### config.mk
export PLATFORM = sky130hd
export DESIGN_NAME = trial_division_prime_filter_top
export DESIGN_NICKNAME = d
export VERILOG_FILES = /design/src/sv/tdpf_pkg.sv /design/src/sv/tdpf_front.sv /design/src/sv/tdpf_back.sv /design/src/sv/trial_division_prime_filter_top.sv
export SDC_FILE = /design/constraint.sdc
export NUM_CORES = 1
export LEC_CHECK = 0
export ABC_AREA = 1
export BUFFER_PORTS_ARGS = -buffer_cell sky130_fd_sc_hd__buf_2
export CAP_MARGIN = 10
export CORE_MARGIN = 5
export CORE_UTILIZATION = 25
export DETAILED_ROUTE_END_ITERATION = 8
export GPL_TIMING_DRIVEN = 0
export PLACE_DENSITY = 0.42
export SLEW_MARGIN = 0
export SYNTH_ARGS = -nofsm -noshare
export SYNTH_HDL_FRONTEND = slang
export SYNTH_SLANG_ARGS = --single-unit
### constraint.sdc
create_clock -name clk -period 2.9 [get_ports clk]
set_input_delay 0.58 -clock clk [delete_from_list [all_inputs] [get_ports clk]]
set_output_delay 0.58 -clock clk [all_outputs]
set_load 0.03 [all_outputs]
### src/sv/tdpf_pkg.sv
// shared types and constants for the trial division prime filter
// no dependencies
package tdpf_pkg;

  localparam int VALUE_BITS_DEF = 16;
  localparam int QUEUE_DEPTH    = 2;

  // how the front end sorted an item
  typedef enum logic [1:0] {
    CLS_NOT_PRIME = 2'd0,
    CLS_PRIME     = 2'd1,
    CLS_TEST      = 2'd2
  } tdpf_cls_t;

  typedef struct packed {
    logic      list_end;
    tdpf_cls_t cls;
  } tdpf_tag_t;

endpackage

### src/sv/tdpf_front.sv
// front end: accepts input beats, sorts them and queues them for the back end
// depends on tdpf_pkg
module tdpf_front import tdpf_pkg::*; #(
  parameter int VALUE_BITS = VALUE_BITS_DEF
) (
  input  logic                         clk,
  input  logic                         rst_n,
  input  logic                         in_valid,
  output logic                         in_ready,
  input  logic signed [VALUE_BITS-1:0] in_value,
  input  logic                         in_list_end,
  output logic                         q_valid,
  input  logic                         q_ready,
  output logic        [VALUE_BITS-1:0] q_value,
  output tdpf_tag_t                    q_tag
);

  localparam int PW = (QUEUE_DEPTH > 1) ? $clog2(QUEUE_DEPTH) : 1;
  localparam int CW = $clog2(QUEUE_DEPTH + 1);

  logic [VALUE_BITS-1:0] val_q_r [QUEUE_DEPTH];
  tdpf_tag_t             tag_q_r [QUEUE_DEPTH];
  logic [PW-1:0]         wr_ptr_r, wr_ptr_nxt;
  logic [PW-1:0]         rd_ptr_r, rd_ptr_nxt;
  logic [CW-1:0]         cnt_r, cnt_nxt;
  logic                  push, pop;
  logic [VALUE_BITS-1:0] raw;
  tdpf_tag_t             tag_new;

  assign raw = in_value;

  always_comb begin
    tag_new.list_end = in_list_end;
    if (raw[VALUE_BITS-1] || raw < VALUE_BITS'(2)) begin
      tag_new.cls = CLS_NOT_PRIME;
    end else if (raw == VALUE_BITS'(2) || raw == VALUE_BITS'(3)) begin
      tag_new.cls = CLS_PRIME;
    end else begin
      tag_new.cls = CLS_TEST;
    end
  end

  assign in_ready = (cnt_r != CW'(QUEUE_DEPTH));
  assign push     = in_valid && in_ready;
  assign q_valid  = (cnt_r != '0);
  assign pop      = q_valid && q_ready;
  assign q_value  = val_q_r[rd_ptr_r];
  assign q_tag    = tag_q_r[rd_ptr_r];

  always_comb begin
    wr_ptr_nxt = wr_ptr_r;
    rd_ptr_nxt = rd_ptr_r;
    cnt_nxt    = cnt_r;
    if (push) begin
      wr_ptr_nxt = (wr_ptr_r == PW'(QUEUE_DEPTH - 1)) ? '0 : wr_ptr_r + PW'(1);
    end
    if (pop) begin
      rd_ptr_nxt = (rd_ptr_r == PW'(QUEUE_DEPTH - 1)) ? '0 : rd_ptr_r + PW'(1);
    end
    if (push && !pop) begin
      cnt_nxt = cnt_r + CW'(1);
    end else if (pop && !push) begin
      cnt_nxt = cnt_r - CW'(1);
    end
  end

  always_ff @(posedge clk) begin
    if (!rst_n) begin
      wr_ptr_r <= '0;
      rd_ptr_r <= '0;
      cnt_r    <= '0;
    end else begin
      wr_ptr_r <= wr_ptr_nxt;
      rd_ptr_r <= rd_ptr_nxt;
      cnt_r    <= cnt_nxt;
    end
  end

  always_ff @(posedge clk) begin
    if (push) begin
      val_q_r[wr_ptr_r] <= raw;
      tag_q_r[wr_ptr_r] <= tag_new;
    end
  end

endmodule

### src/sv/tdpf_back.sv
// back end: trial division sequencer with a bit-serial remainder unit
// and the output register; depends on tdpf_pkg
module tdpf_back import tdpf_pkg::*; #(
  parameter int VALUE_BITS = VALUE_BITS_DEF
) (
  input  logic                         clk,
  input  logic                         rst_n,
  input  logic                         q_valid,
  output logic                         q_ready,
  input  logic        [VALUE_BITS-1:0] q_value,
  input  tdpf_tag_t                    q_tag,
  output logic                         out_valid,
  input  logic                         out_ready,
  output logic signed [VALUE_BITS-1:0] out_prime_value,
  output logic                         out_is_prime,
  output logic                         out_list_end_res
);

  localparam int W  = VALUE_BITS;
  localparam int CW = $clog2(W);

  typedef enum logic [3:0] {
    ST_IDLE = 4'b0001,
    ST_SQ   = 4'b0010,
    ST_DIV  = 4'b0100,
    ST_STEP = 4'b1000
  } state_t;

  state_t        state_r, state_nxt;
  logic [W-1:0]  val_r, val_nxt;
  logic          last_r, last_nxt;
  logic [W-1:0]  d_r, d_nxt;
  logic [W:0]    sq_r, sq_nxt;
  logic [W-1:0]  rem_r, rem_nxt;
  logic [W-1:0]  dvd_r, dvd_nxt;
  logic [CW-1:0] cnt_r, cnt_nxt;

  logic          out_valid_r;
  logic [W-1:0]  out_value_r;
  logic          out_is_prime_r, out_list_end_r;

  logic          out_free;
  logic          emit;
  logic [W-1:0]  emit_value;
  logic          emit_prime, emit_last;
  logic [W:0]    rem_sh;
  logic [W:0]    rem_sub;

  assign out_free = !out_valid_r || out_ready;

  // one restoring step: shift in the next dividend bit, subtract if it fits
  assign rem_sh  = {rem_r, dvd_r[W-1]};
  assign rem_sub = rem_sh - {1'b0, d_r};

  always_comb begin
    state_nxt  = state_r;
    val_nxt    = val_r;
    last_nxt   = last_r;
    d_nxt      = d_r;
    sq_nxt     = sq_r;
    rem_nxt    = rem_r;
    dvd_nxt    = dvd_r;
    cnt_nxt    = cnt_r;
    q_ready    = 1'b0;
    emit       = 1'b0;
    emit_value = val_r;
    emit_prime = 1'b0;
    emit_last  = last_r;
    unique case (state_r)
      ST_IDLE: begin
        emit_value = q_value;
        emit_last  = q_tag.list_end;
        if (q_valid) begin
          if (q_tag.cls == CLS_TEST) begin
            q_ready   = 1'b1;
            val_nxt   = q_value;
            last_nxt  = q_tag.list_end;
            d_nxt     = W'(2);
            sq_nxt    = (W+1)'(4);
            state_nxt = ST_SQ;
          end else if (out_free) begin
            q_ready    = 1'b1;
            emit_prime = (q_tag.cls == CLS_PRIME);
            emit       = emit_prime || q_tag.list_end;
          end
        end
      end
      ST_SQ: begin
        if (sq_r > {1'b0, val_r}) begin
          // no divisor up to the square root: prime
          if (out_free) begin
            emit       = 1'b1;
            emit_prime = 1'b1;
            state_nxt  = ST_IDLE;
          end
        end else begin
          rem_nxt   = '0;
          dvd_nxt   = val_r;
          cnt_nxt   = CW'(W - 1);
          state_nxt = ST_DIV;
        end
      end
      ST_DIV: begin
        rem_nxt = rem_sub[W] ? rem_sh[W-1:0] : rem_sub[W-1:0];
        dvd_nxt = {dvd_r[W-2:0], 1'b0};
        cnt_nxt = cnt_r - CW'(1);
        if (cnt_r == '0) begin
          state_nxt = ST_STEP;
        end
      end
      ST_STEP: begin
        if (rem_r == '0) begin
          // composite: only a list end gives a beat
          if (!last_r) begin
            state_nxt = ST_IDLE;
          end else if (out_free) begin
            emit      = 1'b1;
            state_nxt = ST_IDLE;
          end
        end else begin
          d_nxt     = d_r + W'(1);
          // (d+1)^2 = d^2 + 2d + 1
          sq_nxt    = sq_r + {d_r, 1'b1};
          state_nxt = ST_SQ;
        end
      end
      default: begin
        state_nxt = ST_IDLE;
      end
    endcase
  end

  always_ff @(posedge clk) begin
    if (!rst_n) begin
      state_r     <= ST_IDLE;
      out_valid_r <= 1'b0;
    end else begin
      state_r     <= state_nxt;
      out_valid_r <= emit || (out_valid_r && !out_ready);
    end
  end

  always_ff @(posedge clk) begin
    val_r  <= val_nxt;
    last_r <= last_nxt;
    d_r    <= d_nxt;
    sq_r   <= sq_nxt;
    rem_r  <= rem_nxt;
    dvd_r  <= dvd_nxt;
    cnt_r  <= cnt_nxt;
    if (emit) begin
      out_value_r    <= emit_value;
      out_is_prime_r <= emit_prime;
      out_list_end_r <= emit_last;
    end
  end

  assign out_valid        = out_valid_r;
  assign out_prime_value  = $signed(out_value_r);
  assign out_is_prime     = out_is_prime_r;
  assign out_list_end_res = out_list_end_r;

endmodule

### src/sv/trial_division_prime_filter_top.sv
// Trial division prime filter, top level.
// Input channel: in_value (signed) and in_list_end, valid/ready.
// Result channel: out_prime_value, out_is_prime, out_list_end_res, valid/ready.
// A result beat is given for every prime value and for every value marked
// last of its list (then is_prime tells whether it was prime); composite
// values that are not a list end give no beat.
// The front end sorts each beat and holds up to two in a queue, so input is
// taken while the back end searches. Negative values, 0, 1, 2 and 3 need no
// division and are settled by the back end without a search.
// Other values try divisors 2, 3, ... while d*d <= value; each try runs the
// bit-serial remainder unit over all VALUE_BITS bits of the value, and the
// back end takes no new item from the queue until it returns to idle.
// Reset (synchronous, active low) empties the queue and the output register.
// When the receiver stalls, the result waits in the output register while
// the back end starts the next item; it stops with a second result ready or at a
// value that needs no division, and the queue then fills and drops in_ready.
module trial_division_prime_filter_top import tdpf_pkg::*; #(
  parameter int VALUE_BITS = VALUE_BITS_DEF
) (
  input  logic                         clk,
  input  logic                         rst_n,
  input  logic                         in_valid,
  output logic                         in_ready,
  input  logic signed [VALUE_BITS-1:0] in_value,
  input  logic                         in_list_end,
  output logic                         out_valid,
  input  logic                         out_ready,
  output logic signed [VALUE_BITS-1:0] out_prime_value,
  output logic                         out_is_prime,
  output logic                         out_list_end_res
);

  logic                  q_valid, q_ready;
  logic [VALUE_BITS-1:0] q_value;
  tdpf_tag_t             q_tag;

  tdpf_front #(.VALUE_BITS(VALUE_BITS)) u_front (
    .clk         (clk),
    .rst_n       (rst_n),
    .in_valid    (in_valid),
    .in_ready    (in_ready),
    .in_value    (in_value),
    .in_list_end (in_list_end),
    .q_valid     (q_valid),
    .q_ready     (q_ready),
    .q_value     (q_value),
    .q_tag       (q_tag)
  );

  tdpf_back #(.VALUE_BITS(VALUE_BITS)) u_back (
    .clk              (clk),
    .rst_n            (rst_n),
    .q_valid          (q_valid),
    .q_ready          (q_ready),
    .q_value          (q_value),
    .q_tag            (q_tag),
    .out_valid        (out_valid),
    .out_ready        (out_ready),
    .out_prime_value  (out_prime_value),
    .out_is_prime     (out_is_prime),
    .out_list_end_res (out_list_end_res)
  );

endmodule

# Word-level counts from Yosys, hierarchy flattened
# Memory sizes are Yosys's and may differ from the RTL's. A register that Yosys moved wholly into a read port is not among the register bits.
# Index checks and enable logic that the tools add are counted.
dict set report word_totals {
  n_memories 2
  rom_bits 0
  out_inout_bits 20
  input_bits 21
  mem_bits_rw 38
  ff_bits 113
  latch_bits 0
}
# memory words width rd rd_clocked_by_memory_dff write_ports line_no
set memory_table {}
lappend memory_table {u_front.val_q_r 2 16 1 1 1 tdpf_front.sv:21} ;# logic [VALUE_BITS-1:0] val_q_r [QUEUE_DEPTH];
lappend memory_table {u_front.tag_q_r 2 3 1 1 1 tdpf_front.sv:22} ;# tdpf_tag_t tag_q_r [QUEUE_DEPTH];
dict set report classes {
  shifts 0
  mul 0
  n_div 0
  magnitude_cmp 2
  add_sub_neg 8
  n_mux 52
  bitwise 0
  eq_ne 14
  reduce_logical 24
}
# operator count
set ops {}
lappend ops {{16-bit two-way mux} 7}
lappend ops {{16-bit one-hot mux with 2 select lines} 3}
lappend ops {{17-bit two-way mux} 3}
lappend ops {{17-bit one-hot mux with 2 select lines} 1}
lappend ops {{16-bit by 2-bit == test with 1-bit output, second input constant} 2}
lappend ops {{4-bit two-way mux} 8}
lappend ops {{1-bit two-way mux} 22}
lappend ops {{17-bit adder} 1}
lappend ops {{17-bit by 16-bit greater-than comparator with 1-bit output} 1}
lappend ops {{17-bit by 16-bit subtractor with 17-bit output} 1}
lappend ops {{16-bit by 1-bit adder with 16-bit output, second input constant} 1}
lappend ops {{16-bit logical NOT} 1}
lappend ops {{16-bit by 2-bit less-than comparator with 1-bit output, second input constant} 1}
lappend ops {{4-bit one-hot mux with 4 select lines} 1}
lappend ops {{2-bit two-way mux} 4}
lappend ops {{2-bit != test, second input constant} 4}
lappend ops {{4-bit one-hot mux with 2 select lines} 1}
lappend ops {{2-bit nonzero test} 4}
lappend ops {{3-bit AND reduction} 2}
lappend ops {{1-bit logical AND} 5}
lappend ops {{1-bit logical OR} 5}
lappend ops {{4-bit by 1-bit == test with 1-bit output, second input constant} 1}
lappend ops {{4-bit by 2-bit == test with 1-bit output, second input constant} 1}
lappend ops {{4-bit by 3-bit == test with 1-bit output, second input constant} 1}
lappend ops {{14 further kinds} 19}

# Depth between registers and ports, before layout
dict set report logic_depth {
  ltp_word 10
  depth_mapped 14
  ltp_nobuf 14
}

# By module
# Synthesis repeated with hierarchy kept, for this count alone.
dict set report unflattened {
  hier_cells 928
  area_unflattened_um2 8634.5
}
# module n_inst cells_each area_per_inst_um2
set by_module_without_submodules {}
lappend by_module_without_submodules {tdpf_back 1 812 6896.6}
lappend by_module_without_submodules {tdpf_front 1 116 1737.9}

# Worst setup path after synthesis
# No wires, ideal clock.
dict set report synth_path {
  path_type {flip-flop to flip-flop}
  startpoint {register with a tool-made name}
  endpoint {register u_back.d_r[0] (enable)}
  arrival_time_ns 2.317
  setup_time_ns 0.423
  period_less_slack_ns 2.740
  stages_incl_launch_ff 8
  path_slack_ns 0.160
  cell_sequence {dfxtp_1 buf_2 nand2_1 o21ai_1 nand2_1 nand2_1 o21ai_1 nor2_1}
}
# element line_no
set synth_rtl {}
lappend synth_rtl {{end signal: assignment} tdpf_back.sv:146} ;# d_r <= d_nxt;
lappend synth_rtl {{end: declaration} tdpf_back.sv:32} ;# logic [W-1:0] d_r, d_nxt;

# Worst setup path in the final report
dict set report layout_path {
  startpoint {register u_back.d_r[0]}
  endpoint {register u_back.rem_r[15] (data pin)}
}
dict set report layout_between {
  elab_chain_cells 3
}
# element line_no
set layout_rtl {}
lappend layout_rtl {{17-bit by 16-bit subtractor with 17-bit output} tdpf_back.sv:53} ;# assign rem_sub = rem_sh - {1'b0, d_r};
lappend layout_rtl {{16-bit two-way mux} tdpf_back.sv:104} ;# rem_nxt = rem_sub[W] ? rem_sh[W-1:0] : rem_sub[W-1:0];
lappend layout_rtl {{16-bit one-hot mux with 2 select lines} tdpf_back.sv:69} ;# unique case (state_r)
lappend layout_rtl {{end signal: assignment} tdpf_back.sv:148} ;# rem_r <= rem_nxt;
lappend layout_rtl {{end: declaration} tdpf_back.sv:34} ;# logic [W-1:0] rem_r, rem_nxt;
# Every way passes these cells.
# A chain may end at the register's enable or synchronous reset.

==> impl_metrics.toml <==
[grt]
grt_remaining_overflow = 0
grt_max_degree = 21
antenna_found_initial = 0
grt_pass1_vias = 6023
grt_first_pass_wirelength_mm = 32.7
grt_usage = 0.114

[cts]
cts_buffers = 17
cts_tree = "yes"
clk_pin_slew_worst_paths_ps = 70
clockBufferDepth = 2
insertion_delay_ps = 440
htree_levels = 4
cts_root_buf = "clkbuf_16"
postCtsHoldBufs = 0
clkSinkCount = 152

[worst_setup_path]
cp_slowest_stage_delay_ps = 450
path_cells = "ha_1, fa_1, o21ai_4, nand3_2, nand2_2, nand2_2, nand2_2, nand2_4, nand2_4, buf_6, nand2_1, nand2_1, nor2_1"
crit_path_start = "u_back.d_r[0]"
start_kind = "flip-flop"
worstPathRequired_ps = 3100
r2r_end = "u_back.rem_r[15]"
regToRegStartpoint = "u_back.d_r[0]"
arrival_ps = 2830
r2r_cells = 13
reg2reg_setup_slack_ps = 270
slowest_stage = "fa_1"
criticalPathCategory = "flip-flop to flip-flop"
cp_common_cell = "nand2_2"
path_max_fanout = 10
end_kind = "flip-flop"

[route]
first_iter_violations = 450
postRouteAntennaNets = 0
viasPerCell = 4.38
num_vias = 6185
firstDrtPassIters = 5
drcViolationCount = 0
wl_mm = 20.5
drt-wirelength-per-cell_um = 14.5

[yosys]
synth_area_um2 = 8320
syn_inst = 890
ys_ff_latch = 152
synthArstFlopShare = 0
ys_seq_area_frac = 0.537
synth_edf_count = 142
syn_nets = 963
synth.distinct_cells = 42
yosysWarningCount = 0
synthFlopType = "edfxtp_1"
synth_area_per_cell_um2 = 9.34

[sta]
drv_slew = 0
slew-limit-headroom = 0.529
min_period_over_period = 0.907
finalSetupViolations = 0
rsz0062_at_grt = "no"
tightest_slew_ps = 707
fmax_mhz = 380
period_minus_slack_ps = 2630
finClkSkew_ps = 16.0
holdWs_ps = 329
hold_viol_final = 0

[floorplanning]
core_area_um2 = 32700
dieHeight_um = 192
initial_core_util = 0.254
ios = 41
die_x_um = 192
die-area_um2 = 37000
rows = 66

[power_and_ir_drop]
p_sw_frac = 0.424
p_per_area_nw_per_um2 = 1010
p_sw_w = 0.00421
p_leak_nw = 3.93
pwr-share-seq = 0.345
power_frac_comb = 0.426
ir_worst_vdd_mv = 0.452
p_clk_frac = 0.230
p_total_w = 0.00993
p_int_w = 0.00572

[placed_design]
dp_hpwl_mm = 15.2
post_dp_cell_area_um2 = 9200
gp_routability_congestion = 0.824
portBuffers = 40

[cells_and_area]
layout_commonest_cell = "nand2_1"
final_cell_area_um2 = 9820
drive_above_1_share = 0.127
final_util = 0.300
syn2layout_area_growth_pct = 18.1
mostFrequentLayoutCells = "nand2_1, edfxtp_1, inv_1, nor2_1"
diodes = 0
final_net_count = 1029

[hold_path]
min_path_type = "primary input to flip-flop"
worst_hold_startpoint = "in_list_end"
hold_depth = 1
hold_path_end = "u_front.tag_q_r[0][2]"

[status]
status = "complete, no violations"

[run]
maxCapViolCount = 0
[state kept, by name, indices dropped and copies added, names as in the netlist, 2 cells and up, named ones only]
register	count
u_back.out_prime_value	16
u_back.val_r	16
u_back.rem_r	16
u_front.val_q_r	32
u_front.tag_q_r	6
u_back.d_r	16
u_back.cnt_r	4
u_back.state_r	4
u_front.cnt_r	2
u_back.dvd_r	16
u_back.sq_r	17
[per-stage QoR]
stage	setup TNS, ps	worst slack [ps]	std cells
after CTS	0	70.1	1408
after global routing	0	70.9	1411
after detailed placement	0	86.3	1376
after global placement	-50680	-996	1372
final	0	270	1411
after floorplan	0	160	890
[synthesized netlist by cell type (2+ instances only)]
library cell	instances	area share
nor3_2	2	0.0024
buf_1	2	0.00090
o31ai_1	2	0.0018
fa_1	2	0.0048
a21oi_1	70	0.042
nand3_1	39	0.023
xnor2_1	4	0.0042
nand2_4	2	0.0027
ha_1	50	0.075
mux2_2	17	0.023
o21ai_0	70	0.042
buf_2	2	0.0012
a21oi_2	2	0.0021
o21ai_1	8	0.0048
nor2_1	104	0.047
inv_2	3	0.0014
nand2_1	190	0.086
edfxtp_1	142	0.51
nand4_1	10	0.0075
xor2_1	7	0.0074
nand2_2	3	0.0023
inv_1	106	0.048
nor4_1	3	0.0023
or2_2	2	0.0015
dfxtp_1	10	0.024
nand3b_1	4	0.0036
nor3_1	11	0.0066
clkbuf_1	9	0.0041
[kinds of logic after synthesis]
kind of cell	after synthesis	share of synthesized area
AOI/OAI and AO/OA	157	0.0975
xor gates and xnor gates	11	0.0116
adders and majority gates	52	0.0800
buffers and inverters	123	0.0567
DFF	152	0.537
muxes	17	0.0230
and+or+nand+nor	378	0.194
[per-layer routing]
metal / GRT usage / vias to the layer above / routed length (µm) / part of all wire
met5: 0 / - / 0 / 0
met4: 0.0291 / 0 / 237 / 0.012
met3: 0.0219 / 17 / 554 / 0.027
met2: 0.178 / 94 / 9130 / 0.45
met1: 0.161 / 2895 / 10600 / 0.52
li1: - / 3179 / - / -
[area by class of cell]
class,instances,area [µm²]
multi-input cells,615,3410
fillers,3494,22900
well taps,442,553
inverters,109,409
flip-flops and latches,152,4460
clock buffers,18,429
clock inverters,14,158
plain buffers,14,62.6
repair buffers,47,333
[repair_timing]
action,in CTS,in global routing
hold endpoints to repair,0,0
buffers inserted,0,3
setup endpoints to repair,0,21
gates resized for setup,0,2
[critical path, delay by kind of cell (launching register included)]
family	cells	cell delay (ps)
buffers and inverters	1	180
flip-flops	1	440
adder cells (fa/ha/maj)	2	700
AND/OR/NAND/NOR	9	830
AO/OA/AOI/OAI	1	230
[power groups by stage]
| stage | registers, W | clock network, W | logic (W) |
|---|---|---|---|
| finish | 0.00342 | 0.00228 | 0.00423 |
| global route | 0.00347 | 0.00244 | 0.00484 |
| CTS | 0.00344 | 0.00235 | 0.00424 |
| detailed placement | 0.00348 | 0 | 0.00421 |
| global placement | 0.00352 | 0 | 0.00409 |
| floorplan | 0.00358 | 0 | 0.00282 |
[worst max-delay path by stage]
stage,end,slack [ps],cells past startpoint
after floorplan,u_back.d_r[0],160,7
after global placement,u_back.sq_r[12],-1000,7
after detailed placement,u_front.cnt_r[1],90,11
after CTS,u_front.cnt_r[1],70,11
after global routing,u_back.rem_r[10],70,11
final,u_back.rem_r[15],270,13
(Power assumes the default switching activity.)
